==> src/rtl/tti_pkg.sv <==
// ----------------------------------------------------------------------------
// Table time interpolator package
// Item types, state codes and shared constants of the interpolator.
// ----------------------------------------------------------------------------
package tti_pkg;

   localparam int NUM_CH = 10;
   localparam int ALU_W  = 66;

   localparam logic       REQ_LOAD     = 1'b0;
   localparam logic       REQ_QUERY    = 1'b1;
   localparam logic [3:0] COL_TIME     = 4'd0;
   localparam logic [3:0] CH_NONE      = 4'd0;
   localparam logic       STATUS_OK    = 1'b0;
   localparam logic       STATUS_RANGE = 1'b1;

   typedef struct packed {
      logic              req_type;
      logic [9:0]        entry_index;
      logic [3:0]        column;
      logic signed [63:0] load_value;
      logic signed [63:0] query_time;
   } req_item_type;

   typedef struct packed {
      logic [3:0]         channel;
      logic signed [63:0] result_value;
      logic               status;
      logic               last;
   } rsp_item_type;

   typedef struct packed {
      logic invert;
      logic cin;
   } alu_op_type;

   localparam alu_op_type ALU_ADD = '{invert: 1'b0, cin: 1'b0};
   localparam alu_op_type ALU_SUB = '{invert: 1'b1, cin: 1'b1};

   typedef struct packed {
      logic done;
      logic sticky;
   } mul_status_type;

   typedef enum logic [3:0] {
      ST_IDLE,
      ST_RD_FIRST,
      ST_RD_LAST,
      ST_CHK_LAST,
      ST_SEARCH,
      ST_CMP,
      ST_NUM,
      ST_DEN,
      ST_DIV,
      ST_RD_Y0,
      ST_RD_Y1,
      ST_SIGN,
      ST_MAG,
      ST_MUL,
      ST_EMIT,
      ST_EMIT_OOR
   } state_type;

endpackage

==> src/rtl/tti_mul.sv <==
// ----------------------------------------------------------------------------
// Chunked fraction multiplier
// Multiplies a 64-bit magnitude by the fraction sixteen bits at a time, shifts
// the fraction bits out and keeps a sticky bit of what was dropped.
// ----------------------------------------------------------------------------
module tti_mul #(
   parameter int FRAC_BITS = 32
) (
   input  logic                       clock,
   input  logic                       reset,
   input  logic                       start,
   input  logic [63:0]                mag,
   input  logic [FRAC_BITS-1:0]       frac,
   output logic [63:0]                quot,
   output tti_pkg::mul_status_type    stat
);

   localparam int CHUNK  = 16;
   localparam int NCHUNK = (FRAC_BITS + CHUNK - 1) / CHUNK;
   localparam int MW     = NCHUNK * CHUNK;
   localparam int PAD    = MW - FRAC_BITS;
   localparam int CW     = $clog2(NCHUNK + 1);

   logic              busy_ff, busy_in;
   logic              phase_ff, phase_in;
   logic              done_ff, done_in;
   logic [CW-1:0]     cnt_ff, cnt_in;
   logic [63:0]       mag_ff, mag_in;
   logic [MW-1:0]     m_ff, m_in;
   logic [79:0]       prod_ff, prod_in;
   logic [64:0]       acc_ff, acc_in;
   logic              sticky_ff, sticky_in;
   logic [80:0]       sum;

   always_comb begin
      sum       = {16'b0, acc_ff} + {1'b0, prod_ff};
      busy_in   = busy_ff;
      phase_in  = phase_ff;
      done_in   = 1'b0;
      cnt_in    = cnt_ff;
      mag_in    = mag_ff;
      m_in      = m_ff;
      prod_in   = prod_ff;
      acc_in    = acc_ff;
      sticky_in = sticky_ff;
      if (start) begin
         busy_in   = 1'b1;
         phase_in  = 1'b0;
         cnt_in    = '0;
         mag_in    = mag;
         m_in      = MW'(frac) << PAD;
         acc_in    = '0;
         sticky_in = 1'b0;
      end else if (busy_ff) begin
         phase_in = !phase_ff;
         if (!phase_ff) begin
            prod_in = mag_ff * m_ff[CHUNK-1:0];
         end else begin
            acc_in    = sum[80:CHUNK];
            sticky_in = sticky_ff | (|sum[CHUNK-1:0]);
            m_in      = m_ff >> CHUNK;
            cnt_in    = cnt_ff + CW'(1);
            if (cnt_ff == CW'(NCHUNK - 1)) begin
               busy_in = 1'b0;
               done_in = 1'b1;
            end
         end
      end
   end

   always_ff @(posedge clock) begin
      if (reset) begin
         busy_ff  <= 1'b0;
         phase_ff <= 1'b0;
         done_ff  <= 1'b0;
         cnt_ff   <= '0;
      end else begin
         busy_ff  <= busy_in;
         phase_ff <= phase_in;
         done_ff  <= done_in;
         cnt_ff   <= cnt_in;
      end
   end

   always_ff @(posedge clock) begin
      mag_ff    <= mag_in;
      m_ff      <= m_in;
      prod_ff   <= prod_in;
      acc_ff    <= acc_in;
      sticky_ff <= sticky_in;
   end

   assign quot        = acc_ff[63:0];
   assign stat.done   = done_ff;
   assign stat.sticky = sticky_ff;

endmodule

==> config.mk <==
export PLATFORM = sky130hd
export DESIGN_NAME = tti_mul
export DESIGN_NICKNAME = d
export VERILOG_FILES = /design/src/rtl/tti_pkg.sv /design/src/rtl/tti_mul.sv
export SDC_FILE = /design/constraint.sdc
export NUM_CORES = 2
export LEC_CHECK = 0
export BUFFER_PORTS_ARGS = -buffer_cell sky130_fd_sc_hd__buf_2
export CAP_MARGIN = 5
export CORE_ASPECT_RATIO = 0.8
export CORE_MARGIN = 1.5
export CORE_UTILIZATION = 56
export CTS_CLUSTER_SIZE = 16
export DETAILED_ROUTE_END_ITERATION = 7
export HOLD_SLACK_MARGIN = 0.08
export PLACE_DENSITY = 0.74
export SLEW_MARGIN = 25
export SYNTH_ARGS = -nofsm -noshare
export SYNTH_HDL_FRONTEND = slang
export SYNTH_SLANG_ARGS = --single-unit
==> constraint.sdc <==
create_clock -name clock -period 25.7 [get_ports clock]
set_clock_uncertainty 0.15 [all_clocks]
set_input_delay 5.14 -clock clock [delete_from_list [all_inputs] [get_ports clock]]
set_output_delay 5.14 -clock clock [all_outputs]
set_load 0.01 [all_outputs]
# Word-level counts from Yosys, hierarchy flattened
# Cells that the tools add are included.
# totals
in_bits	99
elab_cells	34
out_inout_bits	66
register_bits	247
# classes
mul	1
n_reduce_logical	9
mux	8
n_addsub	2
n_bitwise	4
n_eq_ne	1
# ops
operator	count
two-way mux 32 bit	3
adder 65 x 80 -> 81 bit	1
multiplier 64 x 16 -> 80 bit	1
OR reduction 16 bit	1
two-way mux 1 bit	5
AND reduction 2 bit	2
nonzero test 2 bit	2
OR reduction 4 bit	1
inverter 1 bit	3
AND reduction 3 bit	1
adder 2 x 1 -> 2 bit, second input constant	1
== test 2 x 1 -> 1 bit, second input constant	1
OR reduction 2 bit	1
logical NOT 1 bit	1
bitwise OR 1 bit	1

# Longest topological paths before layout
# logic_depth
word_depth	5
depth_mapped	26
depth_no_buf	23

# Worst setup path after synthesis
# OpenSTA, ideal clock, no wires.
# synth_timing
path_kind	input -> register
from	in start
to	reg prod_ff[0], enable pin
path_buffers	2
path_stages	3
t_required_ps	24917
arrival_time_ps	11400
setup_ps	633
setup_slack_ps	13517
cell_sequence	clkbuf_1 > clkbuf_1 > nor3b_1
# synth_between
elab_chain_cells	2
# synth_lines
element	line_no	text
start, declared	tti_mul.sv:11	input logic start,
inverter 1 bit (no source line)	--	
AND reduction 3 bit (no source line)	--	
end signal, assigned	tti_mul.sv:88	prod_ff <= prod_in;
end, declared	tti_mul.sv:30	logic [79:0] prod_ff, prod_in;
# No other way between the ends.
# A chain may end at the register's enable or synchronous reset.

# Final worst setup path
# layout_timing
from	reg m_ff[10]
to	reg prod_ff[65], data pin
# layout_between
elab_chain_cells	1
# layout_lines
element	line_no	text
start, declared	tti_mul.sv:29	logic [MW-1:0] m_ff, m_in;
start signal, assigned	tti_mul.sv:87	m_ff <= m_in;
multiplier 64 x 16 -> 80 bit	tti_mul.sv:57	prod_in = mag_ff * m_ff[CHUNK-1:0];
# No other way between the ends.

==> key figures <==
Clocking
  • Clk pin slew, worst setup/hold paths: 0.07 ns
  • Hold_buf cts: 0
  • CTS sink count: 247
  • Post-CTS setup buffers: 0
  • Post-CTS sizing: 0
  • Clock Tree Buf Depth: 3
  • TritonCTS Buffers: 30
  • CTS tree: yes
  • Depth of the CTS H-tree: 1
  • Root buffer cell: clkbuf_16
  • Clk_lat worst skew: 0.63 ns

Synthesis
  • Synth Cell Area: 44700 µm²
  • Post-synthesis sequential area ratio: 15.0%
  • Distinct cells, synth: 93
  • Yosys Warn Count: 0
  • Asr flop ratio synth: 0%
  • Synth top area share: 38.8%
  • Dominant cells by area after synthesis: fa_1 39%, edfxtp_1 12%, inv_1 7.9%, nand2_1 7.2%, ha_1 6.1%
  • Cells after Synth: 4942
  • Synth Net Count: 6126
  • Post-synth EDFFs: 176
  • Ys flop type: edfxtp_1
  • Post-synth top area cell: fa_1
  • Synth Area per Inst: 9.05 µm²
  • #FFs+latches synth: 247

Timing
  • Fin. Hold Viols: 0
  • Period utilisation layout: 31.4%
  • Fmax: 124 MHz
  • Setup violators final: 0
  • Slew Limit Headroom: 29.8%
  • Tightest Pin Transition: 1.05 ns
  • TNS Setup: 0 ns
  • Fin. max-slew vios: 0
  • RSZ-0062 raised after global routing: no
  • Fin crit period: 8.08 ns

Setup path
  • Worst Path Required: 25.90 ns
  • Max stage delay on crit path: 0.73 ns
  • Crit Path Category: register to register
  • Critical path arrival: 8.28 ns
  • Critical Path, Cell by Cell: buf_4, nand2_1, fa_1, inv_1, fa_1, fa_1, fa_1, fa_1, inv_1, fa_1, inv_1, ha_1, nand2_1, o21bai_1, nor2_1, a2111oi_0, o22ai_2, o221ai_2, a21oi_1, o21ai_1, a31oi_1, xnor2_1
  • CP max stage cell: edfxtp_1
  • CP Capture Type: register
  • Crit start category: register
  • Most frequent CP cell: fa_1
  • Worst-path fanout max: 50

Route
  • Avg WL per Cell: 20.5 µm
  • Final antenna-violating net count: 0
  • Routed wire length: 121 mm
  • Via count: 33900
  • Drt first pass iters: 6
  • # DRC: 0
  • Via density: 5.76
  • Initial DRC count: 2750

Layout
  • Layout area overhead: 4.24%
  • Antenna cells: 0
  • Most frequent cells in the layout: 941 x inv_1, 867 x fa_1, 854 x nand2_1, 378 x and2_1, 218 x ha_1
  • Share of cells above drive strength 1: 6.12%
  • Final nets: 6015
  • Leading cell type in the layout, fill and taps excluded: inv_1

Die
  • Rows: 92
  • Ports: 165
  • Chip Height: 256 µm
  • Core ar.: 78900 µm²
  • Die area: 81500 µm²
  • Die width: 319 µm
  • Initial Util: 56.7%

Global route
  • GRT Resource Usage Total: 30.2%
  • Largest net degree at the start of global routing: 110
  • Antenna violations before repair: 2
  • Gr ovfl total: 0
  • Vias in the first global route: 35300
  • First-pass GRT wire length: 195 mm

Min path
  • HP Class: register to register

Status
  • Status: complete, no violations

Place
  • Routability Congestion: 0.976
  • I/O Buffers: 164
  • Dpl hpwl: 92.8 mm

Run
  • Max Cap Viol: 0
## sequential cells by signal (all words and copies together) (netlist names)
name / flops
prod_ff: 80
mag_ff: 64
done_ff: 1
sticky_ff: 1
cnt_ff: 2
phase_ff: 1
acc_ff: 65
m_ff: 32
busy_ff: 1
## layer usage
layer	share of wire (%)	wire, µm	up-vias	global-route usage, %
met5	0	0	-	0
met1	41	49700	17200	41.1
met3	7.7	9340	262	4.54
met2	47	57200	1507	49.4
li1	-	-	15000	-
met4	3.8	4610	0	10.7
## worst paths after layout
| check | start | end | slack [ns] | depth (start not counted) |
|---|---|---|---|---|
| setup reg to reg | m_ff[10] | prod_ff[65] | 17.62 | 22 |
| setup / recovery | m_ff[10] | prod_ff[65] | 17.62 | 22 |
| hold reg to reg | acc_ff[21] | acc_ff[21] | 0.34 | 2 |
| hold / removal | acc_ff[21] | acc_ff[21] | 0.34 | 2 |
## cells by family after synthesis
logic type,after synthesis,synth area share [%]
AO/OA/AOI/OAI,625,9.13
XOR/XNOR,138,2.70
adder cells (fa/ha/maj),1085,44.9
buffers and inverters,1279,11.3
flip-flops,247,15.0
multiplexers,17,0.425
AND/OR/NAND/NOR,1551,16.5
## metrics by stage
step	cell area [µm²]	hold WS, ns	instances	setup WS [ns]	utilization, %
2_1_floorplan	44700	0.286	4942	13.52	-
3_3_place_gp	45500	0.312	5832	17.76	57.7
3_5_place_dp	45500	0.326	5832	17.63	57.7
4_1_cts	46600	0.336	5888	17.58	59.1
5_1_grt	46600	0.349	5889	17.10	59.1
6_report	46600	0.338	5889	17.62	59.1
## layout make-up
| cell class | count | area [µm²] |
|---|---|---|
| Timing Repair Buffer | 195 | 1080 |
| Tap cell | 1034 | 1290 |
| Clock buffer | 35 | 779 |
| Multi-Input combinational cell | 3416 | 32900 |
| Sequential cell | 247 | 6710 |
| Clock inverter | 21 | 277 |
| Fill cell | 6852 | 32200 |
| Inverter | 941 | 3530 |
## Yosys cell counts, drive strengths merged (6+ instances only)
master	n
or3	7
edfxtp	176
o21ai	109
o211ai	7
nand3	57
a41oi	6
mux2	16
ha	218
nor2b	9
o21a	23
o31ai	7
xor2	58
a31oi	20
and2	380
fa	867
nand4	58
a21oi	212
nand2b	7
a21boi	7
and3	23
nor3	29
a211o	6
a211oi	12
nor4	15
inv	941
nand2	854
dfxtp	71
o21bai	38
a221o	8
buf	83
clkbuf	255
and4	11
a2111oi	7
or2	6
nor2	76
a21o	108
xnor2	80
## worst max-delay path: cells and delay by family, from the launching register on
family | cells | cell delay [ns]
AO/OA/AOI/OAI | 7 | 2.00
XOR/XNOR | 1 | 0.14
adder cells (fa/ha/maj) | 7 | 3.45
buffers and inverters | 4 | 0.86
flip-flops | 1 | 0.73
AND/OR/NAND/NOR | 3 | 0.41
Power is not shown: default switching activity piles up to over one toggle a cycle in this logic, so the estimate is an artifact.
