File: config.mk
export PLATFORM = sky130hd
export DESIGN_NAME = tti_alu
export DESIGN_NICKNAME = d
export VERILOG_FILES = /design/src/rtl/tti_pkg.sv /design/src/rtl/tti_alu.sv
export SDC_FILE = /design/constraint.sdc
export NUM_CORES = 1
export LEC_CHECK = 0
export BUFFER_PORTS_ARGS = -buffer_cell sky130_fd_sc_hd__buf_2
export CAP_MARGIN = 25
export CORE_AREA = 2 2 104 106
export DETAILED_ROUTE_END_ITERATION = 8
export DIE_AREA = 0 0 106 108
export GPL_ROUTABILITY_DRIVEN = 0
export PLACE_DENSITY = 0.9
export SLEW_MARGIN = 5
export SYNTH_ARGS = -nofsm -noshare
export SYNTH_HDL_FRONTEND = slang
export SYNTH_SLANG_ARGS = --single-unit
File: constraint.sdc
create_clock -name vclk -period 4.6
set_clock_uncertainty 0.15 [all_clocks]
set_input_delay 0.46 -clock vclk [all_inputs]
set_output_delay 0.46 -clock vclk [all_outputs]
set_load 0.05 [all_outputs]
File: src/rtl/tti_pkg.sv
// ----------------------------------------------------------------------------
// Table time interpolator package
// Item types, state codes and shared constants of the interpolator.
// ----------------------------------------------------------------------------
package tti_pkg;

   localparam int NUM_CH = 10;
   localparam int ALU_W  = 66;

   localparam logic       REQ_LOAD     = 1'b0;
   localparam logic       REQ_QUERY    = 1'b1;
   localparam logic [3:0] COL_TIME     = 4'd0;
   localparam logic [3:0] CH_NONE      = 4'd0;
   localparam logic       STATUS_OK    = 1'b0;
   localparam logic       STATUS_RANGE = 1'b1;

   typedef struct packed {
      logic              req_type;
      logic [9:0]        entry_index;
      logic [3:0]        column;
      logic signed [63:0] load_value;
      logic signed [63:0] query_time;
   } req_item_type;

   typedef struct packed {
      logic [3:0]         channel;
      logic signed [63:0] result_value;
      logic               status;
      logic               last;
   } rsp_item_type;

   typedef struct packed {
      logic invert;
      logic cin;
   } alu_op_type;

   localparam alu_op_type ALU_ADD = '{invert: 1'b0, cin: 1'b0};
   localparam alu_op_type ALU_SUB = '{invert: 1'b1, cin: 1'b1};

   typedef struct packed {
      logic done;
      logic sticky;
   } mul_status_type;

   typedef enum logic [3:0] {
      ST_IDLE,
      ST_RD_FIRST,
      ST_RD_LAST,
      ST_CHK_LAST,
      ST_SEARCH,
      ST_CMP,
      ST_NUM,
      ST_DEN,
      ST_DIV,
      ST_RD_Y0,
      ST_RD_Y1,
      ST_SIGN,
      ST_MAG,
      ST_MUL,
      ST_EMIT,
      ST_EMIT_OOR
   } state_type;

endpackage

File: src/rtl/tti_alu.sv
// ----------------------------------------------------------------------------
// Shared adder
// One wide add/subtract with operand inversion and carry in, used for every
// compare, difference, division step and final sum of the interpolator.
// ----------------------------------------------------------------------------
module tti_alu (
   input  logic [tti_pkg::ALU_W-1:0] a,
   input  logic [tti_pkg::ALU_W-1:0] b,
   input  tti_pkg::alu_op_type       op,
   output logic [tti_pkg::ALU_W-1:0] sum
);

   logic [tti_pkg::ALU_W-1:0] operand;

   assign operand = op.invert ? ~b : b;
   assign sum     = a + operand + tti_pkg::ALU_W'(op.cin);

endmodule

Word-level counts from Yosys, hierarchy flattened
Index checks and enable logic that the tools add are counted.
{"block": "totals", "reg_bits": 0, "inputBits": 134, "output_inout_bits": 66, "wordCells": 4}
{"block": "classes", "add_sub_neg": 2, "muxes": 1, "bitwise": 1}
{"cell": "$add 66x1->66", "n": 1}
{"cell": "$add 66x66->66", "n": 1}
{"cell": "$mux 66", "n": 1}
{"cell": "$not 66->66", "n": 1}

Depth between registers and ports, before layout
{"block": "depth", "depth_word": 4, "ltp_mapped": 15, "ltp_nobuf": 12}

Worst setup path after synthesis
Ideal clock, no wire load.
{"block": "synth_path", "path_type": "input port to output port", "startpoint": "input op[1] (netlist name)", "endpoint": "output sum[62] (netlist name)", "arrival_ps": 4701, "required_ps": 3990, "path_slack_ps": -711, "path_stages": 15, "path_buffers": 3, "cell_sequence": "clkbuf_1 buf_1 buf_1 xor2_1 fa_1 fa_1 a21o_1 a221oi_2 o22ai_1 o211ai_1 a21oi_1 a21boi_0 o21a_1 o31ai_1 xor2_1"}
{"block": "synth_between", "elab_chain_len": 3}
{"element": "start, declared", "line_no": "tti_alu.sv:9", "rtl": "input tti_pkg::alu_op_type op,"}
{"element": "$mux 66", "line_no": "tti_alu.sv:15", "rtl": "assign operand = op.invert ? ~b : b;"}
{"element": "$add 66x66->66", "line_no": "tti_alu.sv:16", "rtl": "assign sum = a + operand + tti_pkg::ALU_W'(op.cin);"}
{"element": "$add 66x1->66", "line_no": "tti_alu.sv:16"}
{"element": "end, declared", "line_no": "tti_alu.sv:10", "rtl": "output logic [tti_pkg::ALU_W-1:0] sum"}
No other way between the ends.

Worst setup path in the final report
{"block": "layout_path", "startpoint": "input op[1] (netlist name)", "endpoint": "output sum[64] (netlist name)"}
Same word-level chain as after synthesis.

==> impl_results.rst <==
.. list-table::
   :header-rows: 1

   * - Metric
     - Value
   * - Pin count of the biggest net entering global routing
     - 30
   * - Finish-stage setup viols
     - 0
   * - Number of antenna-violating nets in the routed design
     - 0
   * - Multi-input gate area
     - roughly 4600 sq um
   * - Layout overhead on the synthesized area
     - 34.4%
   * - Post-synth cell types
     - 61
   * - Post-route insts no fill
     - a little over 1,000
   * - Cell count after placement
     - between 1,000 and 1,500
   * - Startpoint class of the critical path
     - input port
   * - CTS Hold Bufs
     - 0
   * - Number of global-route vias before repair
     - around 5,400
   * - Synth warn
     - 0
   * - Power Dens Cells
     - roughly 340 nW/um^2
   * - Via-to-Cell Ratio
     - 5.62
   * - Starting Density
     - between 40% and 50%
   * - Maximum Capacitance Violations
     - 0
   * - Vertical die dimension
     - 108 um
   * - Area used by sequential logic in the layout
     - 0 sq um
   * - Maximum resistive drop on vdd
     - 0.285 mV
   * - Status
     - finished clean
   * - Area of the die
     - between 10,000 and 15,000 sq um
   * - Static leakage power
     - 3.17 nW
   * - Net Count, Synth
     - 882
   * - Detailed Routing Iterations Pass 1
     - 5
   * - Post-cts repair resize count
     - 0
   * - Dominant cell type by area after synthesis
     - sky130_fd_sc_hd__xor2_1
   * - DRT Wirelength
     - approximately 15 mm
   * - Setup tns final
     - 0 ns
   * - Overall via count from detail_route
     - ~5,800
   * - Number of instances in the synthesized netlist
     - 682
   * - Row Count
     - 37
   * - Slew of the pin with the lowest slew margin
     - 0.501 ns
   * - Total number of sequential cells
     - 0
   * - Data arrival time of the critical path
     - approximately 3.8 ns
   * - DRC
     - 0
   * - Core footprint
     - 10,200 sq um
   * - # port buffers
     - 200
   * - Dpl hpwl
     - about 13 mm
   * - Post-synthesis instance area
     - between 4000 and 5000 sq um
   * - Type of destination of the critical path
     - output port
   * - Antenna violations before repair
     - 2
   * - Type of the tightest min-delay check
     - input port to output port
   * - All-Layer GR Usage
     - approximately 24%
   * - Final worst path period share
     - a little over nine tenths
   * - Worst setup path class
     - input port to output port
   * - Sequential cell area fraction in the yosys report
     - 0%
   * - Synthesized area per cell
     - between 6 and 7 sq um
   * - Required time of the worst setup path
     - 3.99 ns
   * - Count of routing violations after the opening detailed-route iteration
     - approximately 330
   * - Final Net Count
     - 1,097
   * - I/O pin count
     - 200
   * - Fraction of met2 tracks used by global routing
     - 45.9%
   * - Layout clock buffers
     - 0
   * - Count of final max-slew check failures
     - 0
   * - Post-CTS setup-driven buffer insertion count
     - 0
   * - Number of inserted filler cells in the final layout
     - 942
   * - GR Util met3
     - 1.69%
   * - Final Power
     - 2.10 mW
   * - Peak clock frequency supported by timing
     - about 230 MHz
   * - Total overflow reported by the global router
     - 0
   * - Worst Path Max Fanout
     - 29
   * - Worst hold slack
     - 1.28 ns
   * - Minimum clock period
     - 4.42 ns
   * - Grt peak-use layer
     - met2
   * - Share of Yosys cell area claimed by the top area cell type
     - between 10% and 20%
   * - First-pass GRT wire length
     - 23.7 mm
   * - Hold Fails Final Rpt
     - 0
   * - Slew margin rel.
     - roughly two thirds
   * - Largest cells by area after synthesis
     - sky130_fd_sc_hd__xor2_1, sky130_fd_sc_hd__ha_1, sky130_fd_sc_hd__a21oi_1, sky130_fd_sc_hd__xnor2_1, sky130_fd_sc_hd__nand2_1
   * - Avg WL per Cell
     - 14.6 um
   * - Layout cells sized above 1
     - a little over 30%
   * - Met1 demand-to-capacity share in global routing
     - between 20% and 30%
   * - Die width
     - ~110 um
[cells in the final DEF (no fill, tap or decap), types with 4 or more instances in the layout]
| cell | instances |
|---|---|
| sky130_fd_sc_hd__buf_2 | 198 |
| sky130_fd_sc_hd__nor2_1 | 52 |
| sky130_fd_sc_hd__nand4_1 | 18 |
| sky130_fd_sc_hd__nand2b_1 | 4 |
| sky130_fd_sc_hd__nand2_1 | 71 |
| sky130_fd_sc_hd__inv_1 | 20 |
| sky130_fd_sc_hd__xor2_2 | 5 |
| sky130_fd_sc_hd__xor2_1 | 88 |
| sky130_fd_sc_hd__a21oi_1 | 83 |
| sky130_fd_sc_hd__o21bai_1 | 8 |
| sky130_fd_sc_hd__o21a_1 | 7 |
| sky130_fd_sc_hd__a21o_1 | 35 |
| sky130_fd_sc_hd__nor3_1 | 11 |
| sky130_fd_sc_hd__ha_1 | 64 |
| sky130_fd_sc_hd__a31oi_1 | 6 |
| sky130_fd_sc_hd__a211oi_1 | 5 |
| sky130_fd_sc_hd__o21ai_0 | 36 |
| sky130_fd_sc_hd__o22ai_1 | 5 |
| sky130_fd_sc_hd__buf_4 | 41 |
| sky130_fd_sc_hd__nand3_1 | 11 |
| sky130_fd_sc_hd__xnor2_1 | 30 |
| sky130_fd_sc_hd__and3_1 | 12 |
| sky130_fd_sc_hd__o31ai_1 | 5 |
| sky130_fd_sc_hd__nor2b_1 | 4 |
[stage by stage]
stage               worst slack, ns  cell area [sq um]  util (%)
global route               -0.00958               6220      60.8
global placement              0.111               6140      60.0
finish                        0.184               6220      60.8
floorplan                   -0.0901               4750         -
CTS                          0.0632               6140      60.0
detailed placement           0.0663               6140      60.0
[cells by family (layout without fill, tap and decap cells)]
| logic type | after synthesis | in the layout | synth area share, % |
|---|---|---|---|
| mux | 1 | 1 | 0.216 |
| compound gates | 230 | 230 | 31.7 |
| simple gates | 207 | 207 | 21.5 |
| buf+inv | 51 | 264 | 4.35 |
| xor+xnor | 127 | 127 | 24.0 |
| other cells | 0 | 3 | 0 |
| fa+ha+maj | 66 | 66 | 18.2 |
[critical path, stage by stage]
cell and delay [ns]:
sky130_fd_sc_hd__buf_4 0.14, sky130_fd_sc_hd__buf_12 0.18, sky130_fd_sc_hd__xor2_1 0.19, sky130_fd_sc_hd__ha_1 0.38, sky130_fd_sc_hd__and3_1 0.20, sky130_fd_sc_hd__a221oi_2 0.07
sky130_fd_sc_hd__buf_4 0.16, sky130_fd_sc_hd__or3b_1 0.36, sky130_fd_sc_hd__nand3_2 0.10, sky130_fd_sc_hd__a21o_4 0.13, sky130_fd_sc_hd__a21oi_2 0.05, sky130_fd_sc_hd__or4_4 0.53
sky130_fd_sc_hd__o31ai_2 0.25, sky130_fd_sc_hd__buf_4 0.17, sky130_fd_sc_hd__xor2_4 0.13, sky130_fd_sc_hd__buf_2 0.27
[worst paths after layout]
kind                  slack [ns]  depth (start not counted)  startpoint       to
worst max-delay path        0.18                         16       op[1]  sum[64]
worst min-delay path        1.28                          3       op[0]   sum[0]
[cell usage after synthesis (3+ instances only)]
library cell               instances
sky130_fd_sc_hd__clkbuf_1         22
sky130_fd_sc_hd__o21a_1            7
sky130_fd_sc_hd__a211oi_1          7
sky130_fd_sc_hd__a31oi_1           6
sky130_fd_sc_hd__nor4_1            4
sky130_fd_sc_hd__and3_1           12
sky130_fd_sc_hd__a211o_1           3
sky130_fd_sc_hd__or3_1             3
sky130_fd_sc_hd__nor2_1           52
sky130_fd_sc_hd__nand4_1          18
sky130_fd_sc_hd__o21ai_0          36
sky130_fd_sc_hd__buf_2             5
sky130_fd_sc_hd__nor3_1           11
sky130_fd_sc_hd__a221oi_1          4
sky130_fd_sc_hd__a21o_1           35
sky130_fd_sc_hd__or2_2             3
sky130_fd_sc_hd__o31ai_1           6
sky130_fd_sc_hd__o21bai_1          8
sky130_fd_sc_hd__buf_1             3
sky130_fd_sc_hd__nand2_1          71
sky130_fd_sc_hd__xnor2_1          32
sky130_fd_sc_hd__xor2_1           95
sky130_fd_sc_hd__ha_1             64
sky130_fd_sc_hd__inv_1            20
sky130_fd_sc_hd__o211ai_1          3
sky130_fd_sc_hd__nand2b_1          4
sky130_fd_sc_hd__and2_1            3
sky130_fd_sc_hd__o22ai_1           5
sky130_fd_sc_hd__a21oi_1          85
sky130_fd_sc_hd__o31a_1            3
sky130_fd_sc_hd__nand3_1          11
sky130_fd_sc_hd__nor2b_1           4
[power by group]
group	internal [mW]	total (mW)	switching (mW)
Combinational	0.654	2.10	1.45
Sequential	0	0	0
Clock	0.0000000873	0.0000000873	0
Total	0.654	2.10	1.45
[layout make-up]
cell class,count,share of cell area (%)
antenna,3,0.121
inverter,20,1.21
multi-input combinational,631,73.9
tap,136,2.74
timing repair buffer,244,22.1
[per-layer routing]
metal  vias up  part of all wire, %
met5         -                    0
met3        36                  6.6
met4         0                  3.5
li1       2902                    -
met2       262                   49
met1      2606                   41
Note: power is estimated with default switching activity, not from simulation.
